==> src/rtl/vlid_pkg.sv <==
// ----------------------------------------------------------------------------
// vlid_pkg
// shared types and constants of the variable-length instruction decoder
// ----------------------------------------------------------------------------
`default_nettype none

package vlid_pkg;

	localparam int ADDR_WIDTH_DEF = 32;

	// instruction classes (bits 31..26)
	localparam logic [5:0] CLS_ALU     = 6'd0;
	localparam logic [5:0] CLS_MUL     = 6'd1;
	localparam logic [5:0] CLS_CONV    = 6'd2;
	localparam logic [5:0] CLS_CMP     = 6'd3;
	localparam logic [5:0] CLS_SPECIAL = 6'd4;
	localparam logic [5:0] CLS_CTRL    = 6'd5;
	localparam logic [5:0] CLS_MOVE    = 6'd6;
	localparam logic [5:0] CLS_BRANCH  = 6'd7;
	localparam logic [5:0] CLS_REGMEM  = 6'd8;
	localparam logic [5:0] CLS_SHIFT   = 6'd9;
	localparam logic [5:0] CLS_LOADIMM = 6'd10;
	localparam logic [5:0] CLS_CREG    = 6'd11;
	localparam logic [5:0] CLS_TRAP    = 6'd12;
	localparam logic [5:0] CLS_FLOAT   = 6'd13;
	localparam logic [3:0] CLS_INVALID = 4'd14;

	// trap subclasses that the decoder supports
	localparam logic [7:0] TRAP_RANGE     = 8'd12;
	localparam logic [7:0] TRAP_ARRAY     = 8'd13;
	localparam logic [7:0] TRAP_NIL_GUARD = 8'd19;
	localparam logic [7:0] TRAP_NIL_PTR   = 8'd20;

	// reg-mem opcode that takes a 64-bit immediate
	localparam logic [4:0] OP_RM_LDI = 5'd3;

	// bank flag patterns
	localparam logic [2:0] BANK_DEST  = 3'b100;
	localparam logic [2:0] BANK_DA    = 3'b110;
	localparam logic [2:0] BANK_SRC_A = 3'b010;

	// configuration register byte offsets
	localparam logic [2:0] REG_START_ADDRESS = 3'd0;

	typedef enum logic [1:0] {
		ST_VALID     = 2'd0,
		ST_BAD_ENC   = 2'd1,
		ST_BAD_CLASS = 2'd2,
		ST_BAD_TRAP  = 2'd3
	} status_t;

	// decoded fields of one instruction word
	typedef struct packed {
		logic [3:0]  inst_class;
		logic [7:0]  op_code;
		logic [4:0]  dest_reg;
		logic [4:0]  src_reg_a;
		logic [4:0]  src_reg_b;
		logic [15:0] small_imm;
		logic [2:0]  bank_bits;
		status_t     status;
		logic [1:0]  need;        // extension words owed
		logic        branch_ok;   // branch with a valid opcode
	} dec_t;

	// one result item
	typedef struct packed {
		logic [31:0] inst_address;
		logic [3:0]  inst_class;
		logic [7:0]  op_code;
		logic [4:0]  dest_reg;
		logic [4:0]  src_reg_a;
		logic [4:0]  src_reg_b;
		logic [15:0] small_imm;
		logic [2:0]  bank_bits;
		logic [31:0] ext_low;
		logic [31:0] ext_high;
		logic [31:0] branch_target;
		status_t     decode_status;
	} res_t;

endpackage

`default_nettype wire

==> src/rtl/vlid_decode.sv <==
// ----------------------------------------------------------------------------
// vlid_decode
// field extraction and reserved-bit checks of one instruction word
// ----------------------------------------------------------------------------
`default_nettype none

module vlid_decode import vlid_pkg::*; (
	input  wire logic [31:0] word,
	output dec_t             dec
);

	logic [5:0] cls;
	logic [4:0] rd, ra, rb, op5;
	logic [5:0] op6;
	logic       bad;

	assign cls = word[31:26];
	assign rd  = word[25:21];
	assign ra  = word[20:16];
	assign rb  = word[15:11];
	assign op5 = word[4:0];
	assign op6 = word[5:0];

	always_comb begin
		dec = '0;
		bad = 1'b0;
		dec.inst_class = cls[3:0];
		case (cls)
			CLS_ALU: begin
				dec.op_code = {3'b0, op5};
				dec.dest_reg = rd; dec.src_reg_a = ra; dec.src_reg_b = rb;
				dec.bank_bits = word[10:8];
				// unary form needs src a zero and an integer src a bank
				bad = (word[7:5] != 3'd0) || (op5 > 5'd6) ||
				      ((op5 == 5'd6) && ((ra != 5'd0) || word[9]));
			end
			CLS_MUL: begin
				dec.op_code = {2'b0, op6};
				dec.dest_reg = rd; dec.src_reg_a = ra; dec.src_reg_b = rb;
				bad = (word[10:6] != 5'd0) || (op6 > 6'd8);
			end
			CLS_CONV: begin
				dec.op_code = {2'b0, op6};
				dec.dest_reg = rd; dec.src_reg_a = ra;
				bad = (word[15:6] != 10'd0) || (op6 > 6'd1);
			end
			CLS_CMP: begin
				dec.op_code = {3'b0, op5};
				dec.dest_reg = rd; dec.src_reg_a = ra;
				bad = (word[15:5] != 11'd0) || (op5 > 5'd1);
			end
			CLS_SPECIAL: begin
				dec.op_code = {3'b0, op5};
				dec.dest_reg = rd;
				bad = (word[20:5] != 16'd0) || (op5 > 5'd2);
			end
			CLS_CTRL: begin
				dec.op_code = {3'b0, op5};
				if (op5 == 5'd3) begin
					dec.src_reg_a = ra;
				end else begin
					bad = (op5 > 5'd3) || (word[25:5] != 21'd0);
				end
			end
			CLS_MOVE: begin
				dec.dest_reg = rd; dec.src_reg_a = ra;
				bad = (word[15:0] != 16'd0);
			end
			CLS_BRANCH: begin
				dec.op_code = {3'b0, op5};
				dec.need = 2'd1;
				if (op5 <= 5'd9) begin
					dec.src_reg_a = ra;
				end
				dec.branch_ok = (op5 <= 5'd11);
				bad = (op5 > 5'd11);
			end
			CLS_REGMEM: begin
				dec.op_code = {3'b0, op5};
				if (op5 > 5'd15) begin
					bad = 1'b1;
				end else begin
					dec.need = (op5 == OP_RM_LDI) ? 2'd2 : 2'd1;
					dec.dest_reg = rd;
					if (!(op5 inside {OP_RM_LDI, 5'd5, 5'd9})) begin
						dec.src_reg_a = ra; dec.src_reg_b = rb;
						dec.small_imm = {14'd0, word[7:6]};
					end
					if (op5 inside {5'd2, OP_RM_LDI, 5'd4, 5'd5, 5'd11, 5'd12}) begin
						dec.bank_bits = BANK_DEST;
					end
				end
			end
			CLS_SHIFT: begin
				dec.op_code = {3'b0, op5};
				dec.dest_reg = rd; dec.src_reg_a = ra; dec.src_reg_b = rb;
				bad = (word[10:5] != 6'd0) || (op5 > 5'd7);
			end
			CLS_LOADIMM: begin
				dec.op_code = {3'b0, op5};
				dec.dest_reg = rd;
				if (op5 <= 5'd1) begin
					dec.small_imm = word[20:5];
				end
				if (op5 inside {5'd3, 5'd4, 5'd6, 5'd7}) begin
					dec.bank_bits = BANK_DEST;
				end
				bad = (op5 > 5'd7);
			end
			CLS_CREG: begin
				dec.op_code = {3'b0, op5};
				dec.dest_reg = rd; dec.src_reg_a = ra;
				bad = (word[15:5] != 11'd0) || (op5 > 5'd9);
			end
			CLS_TRAP: begin
				dec.op_code = word[15:8];
				if (word[15:8] inside {TRAP_NIL_GUARD, TRAP_NIL_PTR}) begin
					dec.src_reg_a = ra;
				end else if (word[15:8] == TRAP_ARRAY) begin
					dec.src_reg_a = ra; dec.dest_reg = rd;
				end else if (word[15:8] == TRAP_RANGE) begin
					dec.src_reg_a = ra;
					dec.small_imm = {8'd0, word[7:0]};
				end else begin
					dec.status = ST_BAD_TRAP;
				end
			end
			CLS_FLOAT: begin
				dec.op_code = {2'b0, op6};
				dec.dest_reg = rd; dec.src_reg_a = ra;
				dec.bank_bits = BANK_DA;
				bad = (word[10:6] != 5'd0) || (rb != 5'd0) || (op6 > 6'd6);
			end
			default: begin
				// classes above the table carry nothing but the marker and the status
				dec.inst_class = CLS_INVALID;
				dec.status = ST_BAD_CLASS;
			end
		endcase
		if (bad) begin
			dec.status = ST_BAD_ENC;
		end
	end

endmodule

`default_nettype wire

==> src/rtl/vlid_out_buf.sv <==
// ----------------------------------------------------------------------------
// vlid_out_buf
// result register with a skid entry behind it
// ----------------------------------------------------------------------------
`default_nettype none

module vlid_out_buf import vlid_pkg::*; (
	input  wire logic clk,
	input  wire logic arst_n,
	input  wire logic push,
	input  res_t      push_data,
	output logic      can_push,
	output logic      out_valid,
	input  wire logic out_ready,
	output res_t      out_data
);

	res_t out_q, skid_q;
	logic out_valid_q, skid_valid_q;
	logic pop;

	assign pop       = out_valid_q && out_ready;
	assign can_push  = !skid_valid_q;
	assign out_valid = out_valid_q;
	assign out_data  = out_q;

	always_ff @(posedge clk or negedge arst_n) begin
		if (!arst_n) begin
			out_valid_q  <= 1'b0;
			skid_valid_q <= 1'b0;
		end else if (pop) begin
			if (skid_valid_q) begin
				skid_valid_q <= 1'b0;
			end else begin
				out_valid_q <= push;
			end
		end else if (push) begin
			if (!out_valid_q) begin
				out_valid_q <= 1'b1;
			end else begin
				skid_valid_q <= 1'b1;
			end
		end
	end

	always_ff @(posedge clk) begin
		if (pop) begin
			out_q <= skid_valid_q ? skid_q : push_data;
		end else if (push) begin
			if (!out_valid_q) begin
				out_q <= push_data;
			end else begin
				skid_q <= push_data;
			end
		end
	end

endmodule

`default_nettype wire

==> src/rtl/variable_length_instruction_decoder_core.sv <==
// results: the request carrying an instruction's last word pushes its result into
//   the result register, or into the skid entry while an earlier result waits
// throughput: one code word per cycle while the skid entry is free, set by the
//   single decode pass between the accepted word and the result register
// reset: arst_n clears the address counter, pending count, held words,
//   start_address and both result entries; no clearing pass is needed
// ----------------------------------------------------------------------------
// variable_length_instruction_decoder_core
// decodes a stream of 32-bit code words into one result per instruction
// ----------------------------------------------------------------------------
`default_nettype none

module variable_length_instruction_decoder_core import vlid_pkg::*; #(
	parameter int ADDR_WIDTH = ADDR_WIDTH_DEF
) (
	input  wire logic         clk,
	input  wire logic         arst_n,
	// word requests
	input  wire logic         s_tvalid,
	output logic              s_tready,
	// [31:0] code_word, [32] restart, [39:33] zero
	input  wire logic [39:0]  s_tdata,
	// result requests
	output logic              m_tvalid,
	input  wire logic         m_tready,
	// [31:0] inst_address, [35:32] inst_class, [43:36] op_code,
	// [48:44] dest_reg, [53:49] src_reg_a, [58:54] src_reg_b,
	// [74:59] small_imm, [77:75] bank_bits, [109:78] ext_low,
	// [141:110] ext_high, [173:142] branch_target, [175:174] decode_status
	output logic [175:0]      m_tdata,
	// configuration port
	input  wire logic         psel,
	input  wire logic         penable,
	input  wire logic         pwrite,
	input  wire logic [2:0]   paddr,
	input  wire logic [31:0]  pwdata,
	output logic [31:0]       prdata,
	output logic              pready
);

	localparam logic [ADDR_WIDTH-1:0] WORD_BYTES = ADDR_WIDTH'(4);
	localparam logic [ADDR_WIDTH-1:0] PAIR_BYTES = ADDR_WIDTH'(8);

	// ------------------------------------------------------------------
	// configuration register
	// ------------------------------------------------------------------
	logic [31:0] start_q;
	logic        cfg_wr;

	assign pready = 1'b1;
	// only bit 2 selects a register, the low bits are byte lanes
	assign cfg_wr = psel && penable && pwrite && (paddr[2] == REG_START_ADDRESS[2]);
	assign prdata = (paddr[2] == REG_START_ADDRESS[2]) ? start_q : 32'd0;

	always_ff @(posedge clk or negedge arst_n) begin
		if (!arst_n) begin
			start_q <= 32'd0;
		end else if (cfg_wr) begin
			start_q <= pwdata;
		end
	end

	// ------------------------------------------------------------------
	// stream state
	// ------------------------------------------------------------------
	logic [ADDR_WIDTH-1:0] addr_q;
	logic [1:0]            pend_q;
	logic [31:0]           held_inst_q;
	logic [31:0]           held_ext_q;

	logic [31:0]           word;
	logic                  restart;
	logic                  accept;
	logic                  can_push;

	logic [ADDR_WIDTH-1:0] cur_addr;
	logic [1:0]            cur_pend;
	logic [31:0]           dec_word;
	dec_t                  dec;

	assign word    = s_tdata[31:0];
	assign restart = s_tdata[32];
	assign accept  = s_tvalid && s_tready;
	// a word only waits when both result entries are full
	assign s_tready = can_push;

	// restart reloads the counter and drops any half-read instruction
	assign cur_addr = restart ? start_q[ADDR_WIDTH-1:0] : addr_q;
	assign cur_pend = restart ? 2'd0 : pend_q;

	// a fresh word is decoded directly, the final extension decodes the held word
	assign dec_word = (cur_pend == 2'd0) ? word : held_inst_q;

	vlid_decode u_decode (
		.word (dec_word),
		.dec  (dec)
	);

	always_ff @(posedge clk or negedge arst_n) begin
		if (!arst_n) begin
			addr_q      <= '0;
			pend_q      <= 2'd0;
			held_inst_q <= 32'd0;
			held_ext_q  <= 32'd0;
		end else if (accept) begin
			addr_q <= cur_addr + WORD_BYTES;
			case (cur_pend)
				2'd0: begin
					pend_q <= dec.need;
					if (dec.need != 2'd0) begin
						held_inst_q <= word;
					end
				end
				2'd2: begin
					// first half of the ldi immediate
					held_ext_q <= word;
					pend_q     <= 2'd1;
				end
				default: begin
					pend_q <= 2'd0;
				end
			endcase
		end
	end

	// ------------------------------------------------------------------
	// result assembly
	// ------------------------------------------------------------------
	logic                  emit;
	logic                  two_ext;
	logic [31:0]           ext_lo, ext_hi;
	logic [ADDR_WIDTH-1:0] inst_addr;
	logic [ADDR_WIDTH-1:0] target;
	res_t                  res, out_res;

	assign emit    = accept && (((cur_pend == 2'd0) && (dec.need == 2'd0)) ||
	                            (cur_pend == 2'd1));
	assign two_ext = (dec.need == 2'd2);
	assign ext_lo  = two_ext ? held_ext_q : word;
	assign ext_hi  = two_ext ? word : 32'd0;

	// branch target is relative to the address after the extension word
	assign target = cur_addr + WORD_BYTES + ext_lo[ADDR_WIDTH-1:0];

	always_comb begin
		if (cur_pend == 2'd0) begin
			inst_addr = cur_addr;
		end else if (two_ext) begin
			inst_addr = cur_addr - PAIR_BYTES;
		end else begin
			inst_addr = cur_addr - WORD_BYTES;
		end
	end

	always_comb begin
		res               = '0;
		res.inst_address  = 32'(inst_addr);
		res.inst_class    = dec.inst_class;
		res.op_code       = dec.op_code;
		res.dest_reg      = dec.dest_reg;
		res.src_reg_a     = dec.src_reg_a;
		res.src_reg_b     = dec.src_reg_b;
		res.small_imm     = dec.small_imm;
		res.bank_bits     = dec.bank_bits;
		res.decode_status = dec.status;
		if (cur_pend != 2'd0) begin
			res.ext_low  = ext_lo;
			res.ext_high = ext_hi;
			if (dec.branch_ok) begin
				res.branch_target = 32'(target);
			end
		end
	end

	vlid_out_buf u_out_buf (
		.clk       (clk),
		.arst_n    (arst_n),
		.push      (emit),
		.push_data (res),
		.can_push  (can_push),
		.out_valid (m_tvalid),
		.out_ready (m_tready),
		.out_data  (out_res)
	);

	assign m_tdata = {out_res.decode_status, out_res.branch_target, out_res.ext_high,
	                  out_res.ext_low, out_res.bank_bits, out_res.small_imm,
	                  out_res.src_reg_b, out_res.src_reg_a, out_res.dest_reg,
	                  out_res.op_code, out_res.inst_class, out_res.inst_address};

endmodule

`default_nettype wire

==> config.mk <==
export PLATFORM = sky130hd
export DESIGN_NAME = variable_length_instruction_decoder_core
export DESIGN_NICKNAME = d
export VERILOG_FILES = /design/src/rtl/vlid_pkg.sv /design/src/rtl/vlid_decode.sv /design/src/rtl/vlid_out_buf.sv /design/src/rtl/variable_length_instruction_decoder_core.sv
export SDC_FILE = /design/constraint.sdc
export NUM_CORES = 1
export LEC_CHECK = 0
export ABC_AREA = 1
export BUFFER_PORTS_ARGS = -buffer_cell sky130_fd_sc_hd__buf_2
export CORE_MARGIN = 2
export CORE_UTILIZATION = 47
export CTS_BUF_LIST = sky130_fd_sc_hd__clkbuf_4 sky130_fd_sc_hd__clkbuf_8 sky130_fd_sc_hd__clkbuf_16
export DETAILED_ROUTE_END_ITERATION = 16
export GPL_TIMING_DRIVEN = 0
export PLACE_DENSITY = 0.69
export RECOVER_POWER = 50
export SYNTH_ARGS = -nofsm -noshare
export SYNTH_HDL_FRONTEND = slang
export SYNTH_SLANG_ARGS = --single-unit
==> constraint.sdc <==
create_clock -name clk -period 10.1 [get_ports clk]
set_input_delay 0 -clock clk [delete_from_list [all_inputs] [get_ports clk]]
set_output_delay 0 -clock clk [all_outputs]
set_load 0.05 [all_outputs]
==> out/qor.txt <==
Die Ht: 238.1 um
Total wire length: 85430 um
Pwr per Cell Area: 269.6 nW/um2
Placed cells: 3941
Critical Path AT: 6500 ps
CTS tree: yes
IO buf count: 280
Vias in the first global route: 20660
Worst Skew: 50.48 ps
Flops & latches, synth: 484
Die width: 238.1 um
Int Pwr: 4.613 mW
Final Non-Filler Cells: 4105
Buf/Inv on CP: 4
IO Pins: 293
Syn_area_per_cell: 8.724 um2
Largest net degree at the start of global routing: 89
Leak: 13.63 nW
Cell count after synthesis: 2953
Violated checks: max-capacitance violations, max-slew violations
Switching share of total power: 43.54%
Tcrit/Tclk final: 61.21%
Vias: 22170
Syn_nets: 3072
Total GRT Usage: 29.93%
Final routed DRC violation total: 0
Data required time of the worst path: 10420 ps
Kind of cell adding the most delay to the critical path: simple AND/OR/NAND/NOR gates
Slew Limit Fails: 134
Mapped cell area: 25760 um2
Slowest CP cell: o21ai_0
Final hold vios: 0
Minimum clock period: 6182 ps
P_sw: 3.558 mW
Hold/Removal Path Class: input pin to flip-flop
Placed Area: 28310 um2
Post-route antenna net violation count: 0
Core area: 54030 um2
CP endpoint kind: flip-flop
DRT iter0 DRCs: 2233
Worst setup SP type: flip-flop
CP max stage delay: 510 ps
Area grow syn2layout: 17.63%
Vias per Instance: 5.400
CP dominant cell by count: nand2_1
Nets: 3488
Count of final setup violators: 0
DR WL/cell: 20.81 um
Gpl congestion: 0.9799
FP Rows: 85
Worst-Skew Late Latency: 640 ps
TritonCTS Buffers: 50
Crit Path Max Fanout: 10
First-pass GRT wire length: 127500 um
H-tree depth reported by CTS: 2
Setup TNS: 0 ps
Tightest Pin Transition: 4996 ps
Max frequency: 161.8 MHz
Root buffer cell: clkbuf_16
Post-CTS setup buffer count: 0
Post-CTS sizing: 0
Die area: 56700 um2
Initial Util: 47.68%
Total power: 8.171 mW
Met3 Resource Use GR: 4.847%
Synth cell types: 54
Grt total ovfl: 0
Initial antenna violation count: 0
HPWL Detailed: 65560 um
RSZ-0062 raised after global routing: no
Critical path, cell by cell: nand2_1, clkbuf_1, nand3_1, nand2_1, nand3_1, nor2_1, nand2_1, clkbuf_1, clkbuf_1, o21ai_0, inv_1, ha_1, fa_1, nand3_1, o211ai_1, nand2_1, nand2_1, nand3_1, nand2_1, nand2_1, nand2_1, or2_2, nand3_1, a21oi_1
CP Class: flip-flop to flip-flop
Status: complete, but fails checks
Slew headroom: -233.1%
GR Layer Usage met2: 43.46%
VDD IR max: 0.2360 mV
DR pass1 iterations: 6
Final Cell Area: 30300 um2
Power share of the combinational group: 39.3%
Max cap viols: 3
GRT busiest layer: met1
Bufs on Longest Clock Path: 3
GR Layer Usage met1: 45.87%
Clock network fraction of total power: 24.4%
Worst-path clk slew: 60 ps
CTS Sinks: 484
Layout cells sized above 1: 9.566%
Sequential element share of the synthesized area: 53.85%
Share of power burned in registers: 36.2%
Synth warn: 0
[worst register-to-register path: stages (launching register included)]
cell,delay (ps)
dfrtp_1,400
nand2_1,210
clkbuf_1,440
nand3_1,130
nand2_1,260
nand3_1,190
nor2_1,270
nand2_1,320
clkbuf_1,480
clkbuf_1,470
o21ai_0,510
inv_1,90
ha_1,220
fa_1,410
nand3_1,100
o211ai_1,150
nand2_1,100
nand2_1,160
nand3_1,120
nand2_1,160
nand2_1,100
nand2_1,60
or2_2,290
nand3_1,110
a21oi_1,110
[stage by stage]
| step | setup WS, ps | util, % | hold slack, ps |
|---|---|---|---|
| 6_report | 3918 | 56.09 | 69.79 |
| 5_1_grt | 3564 | 56.08 | 124.5 |
| 4_1_cts | 4817 | 57.08 | 39.09 |
| 3_5_place_dp | 4793 | 52.41 | -37.89 |
| 3_3_place_gp | -3736 | 51.89 | 232.3 |
| 2_1_floorplan | 490.3 | - | -295.6 |
[path summary, 6_finish.rpt]
path / slack [ps] / startpoint / depth (start not counted) / endpoint
max in group asynchronous: 4820 / arst_n / 4 / held_inst_q[30]
worst min-delay path: 70 / s_tvalid / 5 / pend_q[1]
min in group asynchronous: 1370 / arst_n / 4 / start_q[25]
worst max-delay path: 3920 / pend_q[1] / 24 / u_out_buf.out_data[20]
worst max register to register: 3920 / pend_q[1] / 24 / u_out_buf.out_data[20]
worst min register to register: 480 / held_ext_q[2] / 2 / held_ext_q[2]
[layout by cell type (no fill, tap or decap), types with 11 or more instances in the layout]
cell type | synthesis | final
ha_1 | 36 | 36
inv_1 | 373 | 375
dfrtp_1 | 132 | 132
nor2_1 | 372 | 374
o21ai_0 | 163 | 202
clkinv_2 | 0 | 12
edfxtp_1 | 352 | 352
buf_2 | 26 | 84
nand4_1 | 29 | 29
or2_2 | 24 | 24
a21oi_1 | 109 | 108
clkbuf_16 | 0 | 52
mux2i_1 | 13 | 13
dlygate4sd3_1 | 0 | 71
mux2_2 | 68 | 68
clkbuf_1 | 50 | 283
o21ai_2 | 27 | 11
xor2_1 | 36 | 36
nand3_1 | 149 | 153
o21ai_1 | 39 | 16
nor3_1 | 45 | 47
nand2_1 | 762 | 766
[state kept, by name (all words and copies together), names as in the netlist]
| signal | cells |
|---|---|
| u_out_buf.out_valid | 1 |
| u_out_buf.skid_valid_q | 1 |
| u_out_buf.out_data | 176 |
| held_inst_q | 32 |
| addr_q | 32 |
| pend_q | 2 |
| held_ext_q | 32 |
| u_out_buf.skid_q | 176 |
| start_q | 32 |
[cells in the mapped netlist (all sizes together)]
cell type / instances / area share, %
conb: 1 / 0.015
a22oi: 4 / 0.12
nand3b: 7 / 0.20
a21o: 10 / 0.29
nand4: 29 / 0.70
or3: 1 / 0.024
nor3: 48 / 1.0
a21boi: 2 / 0.058
nor4: 7 / 0.19
and3: 7 / 0.17
clkbuf: 50 / 0.73
xnor2: 3 / 0.10
inv: 381 / 5.6
o31ai: 1 / 0.029
or2: 25 / 0.61
mux2i: 13 / 0.51
ha: 36 / 1.7
nand2: 773 / 12
xor2: 36 / 1.2
clkinv: 3 / 0.044
o21a: 3 / 0.087
mux2: 68 / 3.0
edfxtp: 352 / 41
nor2: 381 / 5.7
a21oi: 111 / 2.2
o21bai: 10 / 0.29
o21ai: 229 / 4.8
buf: 56 / 1.5
fa: 1 / 0.078
o221ai: 1 / 0.034
a31oi: 8 / 0.19
dfrtp: 132 / 13
nand3: 155 / 3.1
nor3b: 1 / 0.029
o211ai: 8 / 0.23
[metal layers]
layer	vias to the layer above	wire length, um	share of wire [%]
met3	141	7509	8.8
met5	-	0	0
met4	0	2346	2.7
li1	10520	-	-
met1	10440	39300	46
met2	1067	36270	42
[power by group through the flow]
stage               Clock [mW]  Sequential (mW)  Combinational [mW]
detailed placement           0             2.99                3.25
global placement             0             3.10                3.16
floorplan                    0             4.09                1.23
finish                    2.00             2.96                3.21
global route              2.10             3.01                3.43
CTS                       2.02             2.95                3.28
[final cells by class]
class | instances | area, um2
clock buffer | 63 | 1403
multi-input combinational | 1979 | 9742
sequential | 484 | 13870
fill | 5015 | 23720
timing repair buffer | 364 | 2083
antenna | 1 | 2.502
tap | 696 | 870.8
buffer | 106 | 495.5
inverter | 384 | 1446
clock inverter | 28 | 386.6
[kinds of logic after synthesis]
| logic type | Yosys count | share of synthesized area, % |
|---|---|---|
| and+or+nand+nor | 1434 | 23.34 |
| buffers and inverters | 490 | 7.795 |
| xor gates and xnor gates | 39 | 1.326 |
| adders and majority gates | 37 | 1.826 |
| muxes | 81 | 3.478 |
| other | 1 | 0.01456 |
| DFF | 484 | 53.85 |
| AOI/OAI and AO/OA | 387 | 8.364 |
[repair_timing]
action / CTS / global route
hold buffers: 72 / 0
endpoints found under the hold margin: 274 / 0
endpoints found under the setup margin: 0 / 0
(Power assumes the default switching activity.)
